**src/hdl/ukt_pkg.sv**
```systemverilog
`default_nettype none
package ukt_pkg;
    localparam int CAPACITY = 32;
    localparam int KEY_BITS = 32;
    localparam int IDX_W = $clog2(CAPACITY);
    localparam int CNT_W = 6;

    typedef enum logic [2:0] {
        OP_INSERT = 3'd0, OP_DEL_ONE = 3'd1, OP_DEL_ALL = 3'd2, OP_LOOKUP = 3'd3,
        OP_CLEAR = 3'd4, OP_REWIND = 3'd5, OP_NEXT = 3'd6, OP_SPLIT = 3'd7
    } op_t;

    localparam logic [2:0] ST_OK   = 3'd0;
    localparam logic [2:0] ST_FULL = 3'd1;
    localparam logic [2:0] ST_DUP  = 3'd2;
    localparam logic [2:0] ST_MISS = 3'd3;
    localparam logic [2:0] ST_END  = 3'd4;

    // Controller to datapath.
    typedef struct packed {
        logic load;      // capture op and key
        logic scan_rst;  // scan index to zero
        logic scan_inc;  // advance scan index
        logic rd;        // read entry at scan index
        logic rd_last;   // read entry at count-1
        logic rd_pos;    // read entry at read position
        logic wr_append; // write key at count, count+1
        logic wr_move;   // write moved entry at scan index, count-1
        logic clr;       // count to zero
        logic rewind;    // read position to zero
        logic pos_inc;   // read position +1
        logic emit;      // load output register
        logic [2:0] status;
        logic found;
        logic use_val;
        logic below_en;
        logic last;
    } ukt_cmd_t;

    // Datapath to controller.
    typedef struct packed {
        op_t  op;
        logic match;      // registered entry equals key
        logic scan_done;  // scan index reached count
        logic scan_final; // scan index is count-1
        logic full;
        logic empty;
        logic pos_ok;     // read position below count
        logic out_busy;   // output register holds a result m_ready has not taken
    } ukt_sts_t;
endpackage
`default_nettype wire

```
**src/hdl/ukt_datapath.sv**
```systemverilog
`default_nettype none
module ukt_datapath (
    input  wire logic               aclk,
    input  wire logic               aresetn,
    input  wire logic [2:0]         in_op,
    input  wire logic [31:0]        in_key,
    input  wire ukt_pkg::ukt_cmd_t  cmd,
    output ukt_pkg::ukt_sts_t       sts,
    input  wire logic               m_ready,
    output logic                    m_valid,
    output logic [2:0]              m_status,
    output logic                    m_found,
    output logic [31:0]             m_value,
    output logic                    m_below_pivot,
    output logic                    m_last,
    output logic [5:0]              m_entry_count,
    output logic                    m_is_full,
    output logic                    m_is_empty
);
    import ukt_pkg::*;

    logic [KEY_BITS-1:0] mem [CAPACITY];
    logic [KEY_BITS-1:0] rdata_reg;
    logic [KEY_BITS-1:0] key_reg;
    op_t                 op_reg;
    logic [CNT_W-1:0]    count_reg, count_next;
    logic [CNT_W-1:0]    pos_reg, pos_next;
    logic [CNT_W-1:0]    scan_reg, scan_next;
    logic [CNT_W-1:0]    cnt_m1;
    logic [IDX_W-1:0]    raddr, waddr;
    logic [KEY_BITS-1:0] wdata;
    logic                we;

    assign cnt_m1 = count_reg - CNT_W'(1);

    always_comb begin
        raddr = scan_reg[IDX_W-1:0];
        if (cmd.rd_last) raddr = cnt_m1[IDX_W-1:0];
        else if (cmd.rd_pos) raddr = pos_reg[IDX_W-1:0];
        we = cmd.wr_append | cmd.wr_move;
        waddr = cmd.wr_append ? count_reg[IDX_W-1:0] : scan_reg[IDX_W-1:0];
        wdata = cmd.wr_append ? key_reg : rdata_reg;
    end

    always_ff @(posedge aclk) begin
        if (we) mem[waddr] <= wdata;
        if (cmd.rd | cmd.rd_last | cmd.rd_pos) rdata_reg <= mem[raddr];
        if (cmd.load) begin
            key_reg <= in_key[KEY_BITS-1:0];
            op_reg  <= op_t'(in_op);
        end
    end

    always_comb begin
        count_next = count_reg;
        if (cmd.clr) count_next = '0;
        else if (cmd.wr_append) count_next = count_reg + CNT_W'(1);
        else if (cmd.wr_move) count_next = cnt_m1;
        pos_next = pos_reg;
        if (cmd.rewind) pos_next = '0;
        else if (cmd.pos_inc) pos_next = pos_reg + CNT_W'(1);
        scan_next = scan_reg;
        if (cmd.scan_rst) scan_next = '0;
        else if (cmd.scan_inc) scan_next = scan_reg + CNT_W'(1);
    end

    always_ff @(posedge aclk) begin
        if (!aresetn) begin
            count_reg <= '0;
            pos_reg   <= '0;
            scan_reg  <= '0;
            m_valid   <= 1'b0;
        end else begin
            count_reg <= count_next;
            pos_reg   <= pos_next;
            scan_reg  <= scan_next;
            if (cmd.emit) m_valid <= 1'b1;
            else if (m_ready) m_valid <= 1'b0;
        end
    end

    // Result register; count fields reflect state after this command's update.
    always_ff @(posedge aclk) begin
        if (cmd.emit) begin
            m_status      <= cmd.status;
            m_found       <= cmd.found;
            m_value       <= cmd.use_val ? 32'(rdata_reg) : '0;
            m_below_pivot <= cmd.below_en & (rdata_reg < key_reg);
            m_last        <= cmd.last;
            m_entry_count <= count_next;
            m_is_full     <= (count_next == CNT_W'(CAPACITY));
            m_is_empty    <= (count_next == '0);
        end
    end

    assign sts.op         = op_reg;
    assign sts.match      = (rdata_reg == key_reg);
    assign sts.scan_done  = (scan_reg >= count_reg);
    assign sts.scan_final = (scan_reg == cnt_m1);
    assign sts.full       = (count_reg >= CNT_W'(CAPACITY));
    assign sts.empty      = (count_reg == '0);
    assign sts.pos_ok     = (pos_reg < count_reg);
    assign sts.out_busy   = m_valid & ~m_ready;
endmodule
`default_nettype wire

```
**src/hdl/ukt_ctrl.sv**
```systemverilog
`default_nettype none
module ukt_ctrl (
    input  wire logic               aclk,
    input  wire logic               aresetn,
    input  wire logic               s_valid,
    output logic                    s_ready,
    input  wire ukt_pkg::ukt_sts_t  sts,
    output ukt_pkg::ukt_cmd_t       cmd
);
    import ukt_pkg::*;

    typedef enum logic [2:0] {
        S_IDLE, S_DISPATCH, S_READ, S_CHECK, S_MOVE_RD, S_MOVE_WR, S_EMIT, S_WAIT
    } state_t;

    state_t state_reg, state_next;
    logic   hit_reg, hit_next;
    logic   ready_next;

    always_comb begin
        cmd = '0;
        state_next = state_reg;
        hit_next = hit_reg;
        ready_next = 1'b0;
        case (state_reg)
            S_IDLE: begin
                ready_next = 1'b1;
                if (s_valid && s_ready) begin
                    cmd.load = 1'b1;
                    cmd.scan_rst = 1'b1;
                    hit_next = 1'b0;
                    ready_next = 1'b0;
                    state_next = S_DISPATCH;
                end
            end
            S_DISPATCH: begin
                case (sts.op)
                    OP_CLEAR, OP_REWIND: begin
                        if (!sts.out_busy) begin
                            cmd.clr = (sts.op == OP_CLEAR);
                            cmd.rewind = (sts.op == OP_REWIND);
                            cmd.emit = 1'b1; cmd.status = ST_OK; cmd.last = 1'b1;
                            state_next = S_WAIT;
                        end
                    end
                    OP_NEXT: begin
                        if (sts.pos_ok) begin
                            cmd.rd_pos = 1'b1;
                            state_next = S_EMIT;
                        end else if (!sts.out_busy) begin
                            cmd.emit = 1'b1; cmd.status = ST_END; cmd.last = 1'b1;
                            state_next = S_WAIT;
                        end
                    end
                    OP_INSERT: begin
                        if (sts.full) begin
                            if (!sts.out_busy) begin
                                cmd.emit = 1'b1; cmd.status = ST_FULL; cmd.last = 1'b1;
                                state_next = S_WAIT;
                            end
                        end else state_next = S_READ;
                    end
                    OP_SPLIT: begin
                        if (sts.empty) begin
                            if (!sts.out_busy) begin
                                cmd.emit = 1'b1; cmd.status = ST_END; cmd.last = 1'b1;
                                state_next = S_WAIT;
                            end
                        end else state_next = S_READ;
                    end
                    default: state_next = S_READ;
                endcase
            end
            S_READ: begin
                // Scan finished without a decisive hit.
                if (sts.scan_done) begin
                    if (!sts.out_busy) begin
                        cmd.emit = 1'b1; cmd.last = 1'b1;
                        case (sts.op)
                            OP_INSERT: begin
                                cmd.wr_append = 1'b1; cmd.status = ST_OK;
                            end
                            OP_DEL_ALL: begin
                                cmd.status = hit_reg ? ST_OK : ST_MISS;
                                cmd.found = hit_reg;
                            end
                            default: cmd.status = ST_MISS;
                        endcase
                        state_next = S_WAIT;
                    end
                end else begin
                    cmd.rd = 1'b1;
                    state_next = S_CHECK;
                end
            end
            S_CHECK: begin
                case (sts.op)
                    OP_SPLIT: begin
                        if (!sts.out_busy) begin
                            cmd.emit = 1'b1; cmd.status = ST_OK; cmd.use_val = 1'b1;
                            cmd.below_en = 1'b1; cmd.last = sts.scan_final;
                            cmd.scan_inc = 1'b1;
                            state_next = sts.scan_final ? S_WAIT : S_READ;
                        end
                    end
                    default: begin
                        if (!sts.match) begin
                            cmd.scan_inc = 1'b1;
                            state_next = S_READ;
                        end else if (sts.op == OP_DEL_ONE || sts.op == OP_DEL_ALL) begin
                            hit_next = 1'b1;
                            state_next = S_MOVE_RD;
                        end else if (!sts.out_busy) begin
                            cmd.emit = 1'b1; cmd.last = 1'b1;
                            cmd.status = (sts.op == OP_INSERT) ? ST_DUP : ST_OK;
                            cmd.found = (sts.op == OP_LOOKUP);
                            cmd.use_val = (sts.op == OP_LOOKUP);
                            state_next = S_WAIT;
                        end
                    end
                endcase
            end
            S_MOVE_RD: begin
                cmd.rd_last = 1'b1;
                state_next = S_MOVE_WR;
            end
            S_MOVE_WR: begin
                if (sts.op == OP_DEL_ALL) begin
                    cmd.wr_move = 1'b1;
                    state_next = S_READ;
                end else if (!sts.out_busy) begin
                    cmd.wr_move = 1'b1;
                    cmd.emit = 1'b1; cmd.status = ST_OK; cmd.found = 1'b1; cmd.last = 1'b1;
                    state_next = S_WAIT;
                end
            end
            S_EMIT: begin
                if (!sts.out_busy) begin
                    cmd.emit = 1'b1; cmd.status = ST_OK; cmd.use_val = 1'b1;
                    cmd.last = 1'b1; cmd.pos_inc = 1'b1;
                    state_next = S_WAIT;
                end
            end
            S_WAIT: begin
                ready_next = 1'b1;
                state_next = S_IDLE;
            end
            default: state_next = S_IDLE;
        endcase
    end

    always_ff @(posedge aclk) begin
        if (!aresetn) begin
            state_reg <= S_IDLE;
            hit_reg   <= 1'b0;
            s_ready   <= 1'b0;
        end else begin
            state_reg <= state_next;
            hit_reg   <= hit_next;
            s_ready   <= ready_next;
        end
    end
endmodule
`default_nettype wire

```
**src/hdl/unsorted_key_table.sv**
```systemverilog
// Unordered key table of 32 entries. One transaction on s_ carries an op and a
// key; every op returns one result on m_ with last set, but a nonempty split
// returns one per stored entry in stored order (last on the final one).
// Insert, delete, lookup and split scan the stored entries one at a time
// through the entry memory, with a read state and a check state for each
// entry; clear, rewind and next do not scan. A deletion moves the last entry
// into each removed slot with a read and then a write, and a result that
// m_ready holds back stalls the operation until it is taken.
// s_ready is registered and drops for the whole of an operation; the result
// register lets the next item in while the final result is still waiting.
// Entries are not cleared at reset: only slots below the count are ever read.
`default_nettype none
module unsorted_key_table (
    input  wire logic        aclk,
    input  wire logic        aresetn,
    input  wire logic        s_valid,
    output logic             s_ready,
    input  wire logic [2:0]  s_op,
    input  wire logic [31:0] s_key,
    output logic             m_valid,
    input  wire logic        m_ready,
    output logic [2:0]       m_status,
    output logic             m_found,
    output logic [31:0]      m_value,
    output logic             m_below_pivot,
    output logic             m_last,
    output logic [5:0]       m_entry_count,
    output logic             m_is_full,
    output logic             m_is_empty
);
    import ukt_pkg::*;

    ukt_cmd_t cmd;
    ukt_sts_t sts;

    // Sequence each operation.
    ukt_ctrl u_ctrl (
        .aclk(aclk), .aresetn(aresetn), .s_valid(s_valid), .s_ready(s_ready),
        .sts(sts), .cmd(cmd)
    );

    // Hold entries, count, read position and the result register.
    ukt_datapath u_dp (
        .aclk(aclk), .aresetn(aresetn), .in_op(s_op), .in_key(s_key),
        .cmd(cmd), .sts(sts), .m_ready(m_ready), .m_valid(m_valid),
        .m_status(m_status), .m_found(m_found), .m_value(m_value),
        .m_below_pivot(m_below_pivot), .m_last(m_last),
        .m_entry_count(m_entry_count), .m_is_full(m_is_full),
        .m_is_empty(m_is_empty)
    );
endmodule
`default_nettype wire

```
**config.mk**
```make
export PLATFORM = sky130hd
export DESIGN_NAME = unsorted_key_table
export DESIGN_NICKNAME = d
export VERILOG_FILES = /design/src/hdl/ukt_pkg.sv /design/src/hdl/ukt_datapath.sv /design/src/hdl/ukt_ctrl.sv /design/src/hdl/unsorted_key_table.sv
export SDC_FILE = /design/constraint.sdc
export NUM_CORES = 1
export LEC_CHECK = 0
export ABC_CLOCK_PERIOD_IN_PS = 7500
export BUFFER_PORTS_ARGS = -buffer_cell sky130_fd_sc_hd__clkbuf_2
export CORE_MARGIN = 3
export CORE_UTILIZATION = 50
export DETAILED_ROUTE_END_ITERATION = 10
export GPL_ROUTABILITY_DRIVEN = 0
export GPL_TIMING_DRIVEN = 0
export PLACE_DENSITY = 0.69
export SLEW_MARGIN = 30
export SYNTH_ARGS = -nofsm -noshare
export SYNTH_HDL_FRONTEND = slang
export SYNTH_SLANG_ARGS = --single-unit
```
**constraint.sdc**
```tcl
create_clock -name aclk -period 7.5 [get_ports aclk]
set_input_delay 1.5 -clock aclk [delete_from_list [all_inputs] [get_ports aclk]]
set_output_delay 1.5 -clock aclk [all_outputs]
set_load 0.01 [all_outputs]
```
==> out/qor.txt <==
Die area = 96800 sq um
Family with the most delay on the worst path = compound AO/OA/AOI/OAI gates
GR Overflow Total = 0
Internal power = 11.8 mW
Primary FF master, synth = edfxtp_1
FFs w/ async S/R, synth = 0%
Met3 Use GR = 8.55%
Starting density of the core = 50.6%
Post-Syn Area per Cell = 13.8 sq um
Compound-Gate Fraction of Synth Area = 12.3%
Fmax = 0.187 GHz
Mux cell area share after synthesis = 0.0699%
Port bufs = 86
Min-Delay Path Class = register to register
Met1 GRT Util = 39.0%
Psw = 4.88 mW
Area contributors post-synth = edfxtp_1 (73%), nand2_1 (5.8%), a21oi_1 (4.5%)
Post-synth cell types = 62
Crit. End Element = register
Row cnt = 111
Placeable Area = 91900 sq um
First drt pass iteration count = 11
First-pass GRT wire length = 207000 um
Synth top cells by count = edfxtp_1 (1137), nand2_1 (715), a21oi_1 (415), a32oi_1 (131), a22oi_1 (129)
Critical Path RT = 7900 ps
Syn nets = 3452
Area occupied by registers = 34600 sq um
Xor and xnor area share after synthesis = 0.414%
Initial DRC count = 4747
Fin. max-slew vios = 0
Inserted Diodes = 0
Critical path buffer and inverter count = 3
CTS tree = built
WL per Instance = 28.9 um
Hold Fails Final Rpt = 0
Clk sinks = 1161
Vias/cell = 6.27
Synth top area share = 73.3%
Crit-path cells = clkbuf_1 -> inv_1 -> ha_1 -> a211o_1 -> a21oi_2 -> o21a_1 -> nand3_1 -> a31oi_1 -> nand3b_1 -> clkbuf_1 -> o22ai_1 -> nor4_2
Cell taking the most area after synthesis = edfxtp_1
Leak pwr = 19.6 nW
Total Nets Final = 3766
Post-CTS Resized = 0
IO Count = 87
Post-CTS Hold Buffers = 0
Hold Slack = 490 ps
Largest Register = u_dp.mem
Fin crit share = 71.2%
Root Buffer = clkbuf_16
Filler Cells Inserted = 7019
Count leader, synth = edfxtp_1
Post-CTS setup buffer count = 0
Setup CP Type = register to register
Clock Path Buffers = 3
Number of synthesized flops with an enable pin = 1137
Crit Path Max Fanout = 10
Post-synthesis cell count = 3366
Sequential-to-total area share from yosys stat = 74.4%
Top Usage Layer GRT = met2
# DRC = 0
Sequential share of power = 46.3%
Ys Warns = 0
Worst Max-Slew Pin Slew = 1080 ps
DIE HEIGHT = 311 um
Crit start category = register
Slew HR = 27.9%
Layout cells sized above 1 = 16.2%
DP HPWL = 103000 um
Arrival time worst endpoint = 5740 ps
Area Overhead vs Synth = 17.5%
Clock power share = 33.6%
Antenna-violating nets left = 0
CTS Buf Count = 113
Final Core Density = 59.5%
Simple-gate share of the synthesized area = 8.94%
H-tree levels = 3
Sw Share = 29.3%
Worst-Skew Late Latency = 710 ps
Adder-Cell Fraction of Synth Area = 1.26%
M2 GR Usage = 43.6%
Multi-input gate area = 11300 sq um
Max FFs per register = 1024
CP max stage cell = o22ai_1
VDD IR-drop max = 0.239 mV
Final setup viols = 0
Post-Syn Area = 46600 sq um
Die X-Extent = 311 um
Largest family of logic cells by synthesized area = compound AO/OA/AOI/OAI gates
Status = finished clean
Vias in the first global route = 30100
P per Cell Area = 305 nW/um^2
Most frequent CP cell = clkbuf_1
Largest net degree at the start of global routing = 46
Final worst path period need = 5340 ps
Setup Skew = 37.7 ps
Total track usage = 29.3%
Initial antenna violation count = 4
#FFs+latches synth = 1161
Gate power share = 20.0%
Max-capacitance violation count = 0
Unrepaired setup endpoints after global routing = no
Via count = 31500
Clock transition at path regs = 70 ps
Slowest cell delay on critical path = 900 ps
WL final = 145000 um
## tightest hold or removal path: stages (launching register included)
cell and delay [ps]:
dfxtp_1 320, o21ai_0 70, a21oi_1 60
## kinds of logic after synthesis
kind of cell	count (synthesis)
flops	1161
simple gates	947
compound gates	917
buf+inv	269
fa+ha+maj	47
xor+xnor	22
mux	3
## per-stage QoR
step           cells  instance area (sq um)  power (mW)  setup slack, ps  setup TNS [ps]
3_5_place_dp    4808                  51100        11.1             2040               0
3_3_place_gp    4695                  48500        10.8             -839         -445670
5_1_grt         5020                  54700        17.1             2090               0
6_report        5020                  54700        16.7             2160               0
2_1_floorplan   3366                  46600        9.59             1850               0
4_1_cts         5020                  54700        16.6             2410               0
## layout make-up
cell class	instances	share of cell area, %
Multi-Input combinational cell	1936	20.7
Sequential cell	1161	63.3
Buffer	219	1.88
Clock buffer	138	5.38
Tap cell	1243	2.84
Clock inverter	74	1.25
Inverter	50	0.348
Timing Repair Buffer	199	4.27
## layer usage
layer,vias to the layer above,part of all wire (%)
li1,13500,-
met1,15500,37
met2,2132,44
met3,396,13
met4,4,6.5
met5,-,0.018
## power groups by stage
stage	sequential (mW)	clock (mW)	combinational, mW
2_1_floorplan	7.90	0	1.70
3_3_place_gp	7.95	0	2.89
3_5_place_dp	7.85	0	3.24
4_1_cts	7.72	5.63	3.26
5_1_grt	7.73	5.90	3.51
6_report	7.73	5.61	3.34
## cell usage in the layout, fill, tap and decap left out, drive strengths merged, types with 3 or more instances in the layout
| master | n |
|---|---|
| or2 | 4 |
| o32ai | 3 |
| o21ai | 59 |
| a21o | 10 |
| nand2 | 715 |
| a31oi | 7 |
| o211ai | 3 |
| ha | 47 |
| nand2b | 9 |
| clkinvlp | 3 |
| o22ai | 128 |
| dfxtp | 24 |
| and3 | 8 |
| nor4 | 33 |
| and2 | 41 |
| buf | 250 |
| nor3 | 30 |
| nor2 | 63 |
| clkbuf | 306 |
| a32oi | 131 |
| nand3 | 13 |
| edfxtp | 1137 |
| inv | 53 |
| a21oi | 416 |
| clkinv | 57 |
| o21a | 7 |
| bufinv | 11 |
| a211oi | 7 |
| xor2 | 7 |
| a22oi | 129 |
| or3 | 3 |
| nor2b | 7 |
| nand4 | 16 |
| xnor2 | 15 |
## final timing paths
| check | startpoint | to | slack, ps | cells after the start |
|---|---|---|---|---|
| max | u_dp.count_reg[3] | u_dp.rdata_reg[20] | 2160 | 12 |
| min | u_dp.pos_reg[5] | u_dp.pos_reg[5] | 490 | 2 |
| max reg2reg | u_dp.count_reg[3] | u_dp.rdata_reg[20] | 2160 | 12 |
| min reg2reg | u_dp.pos_reg[5] | u_dp.pos_reg[5] | 490 | 2 |
Note: power is estimated with default switching activity, not from simulation.
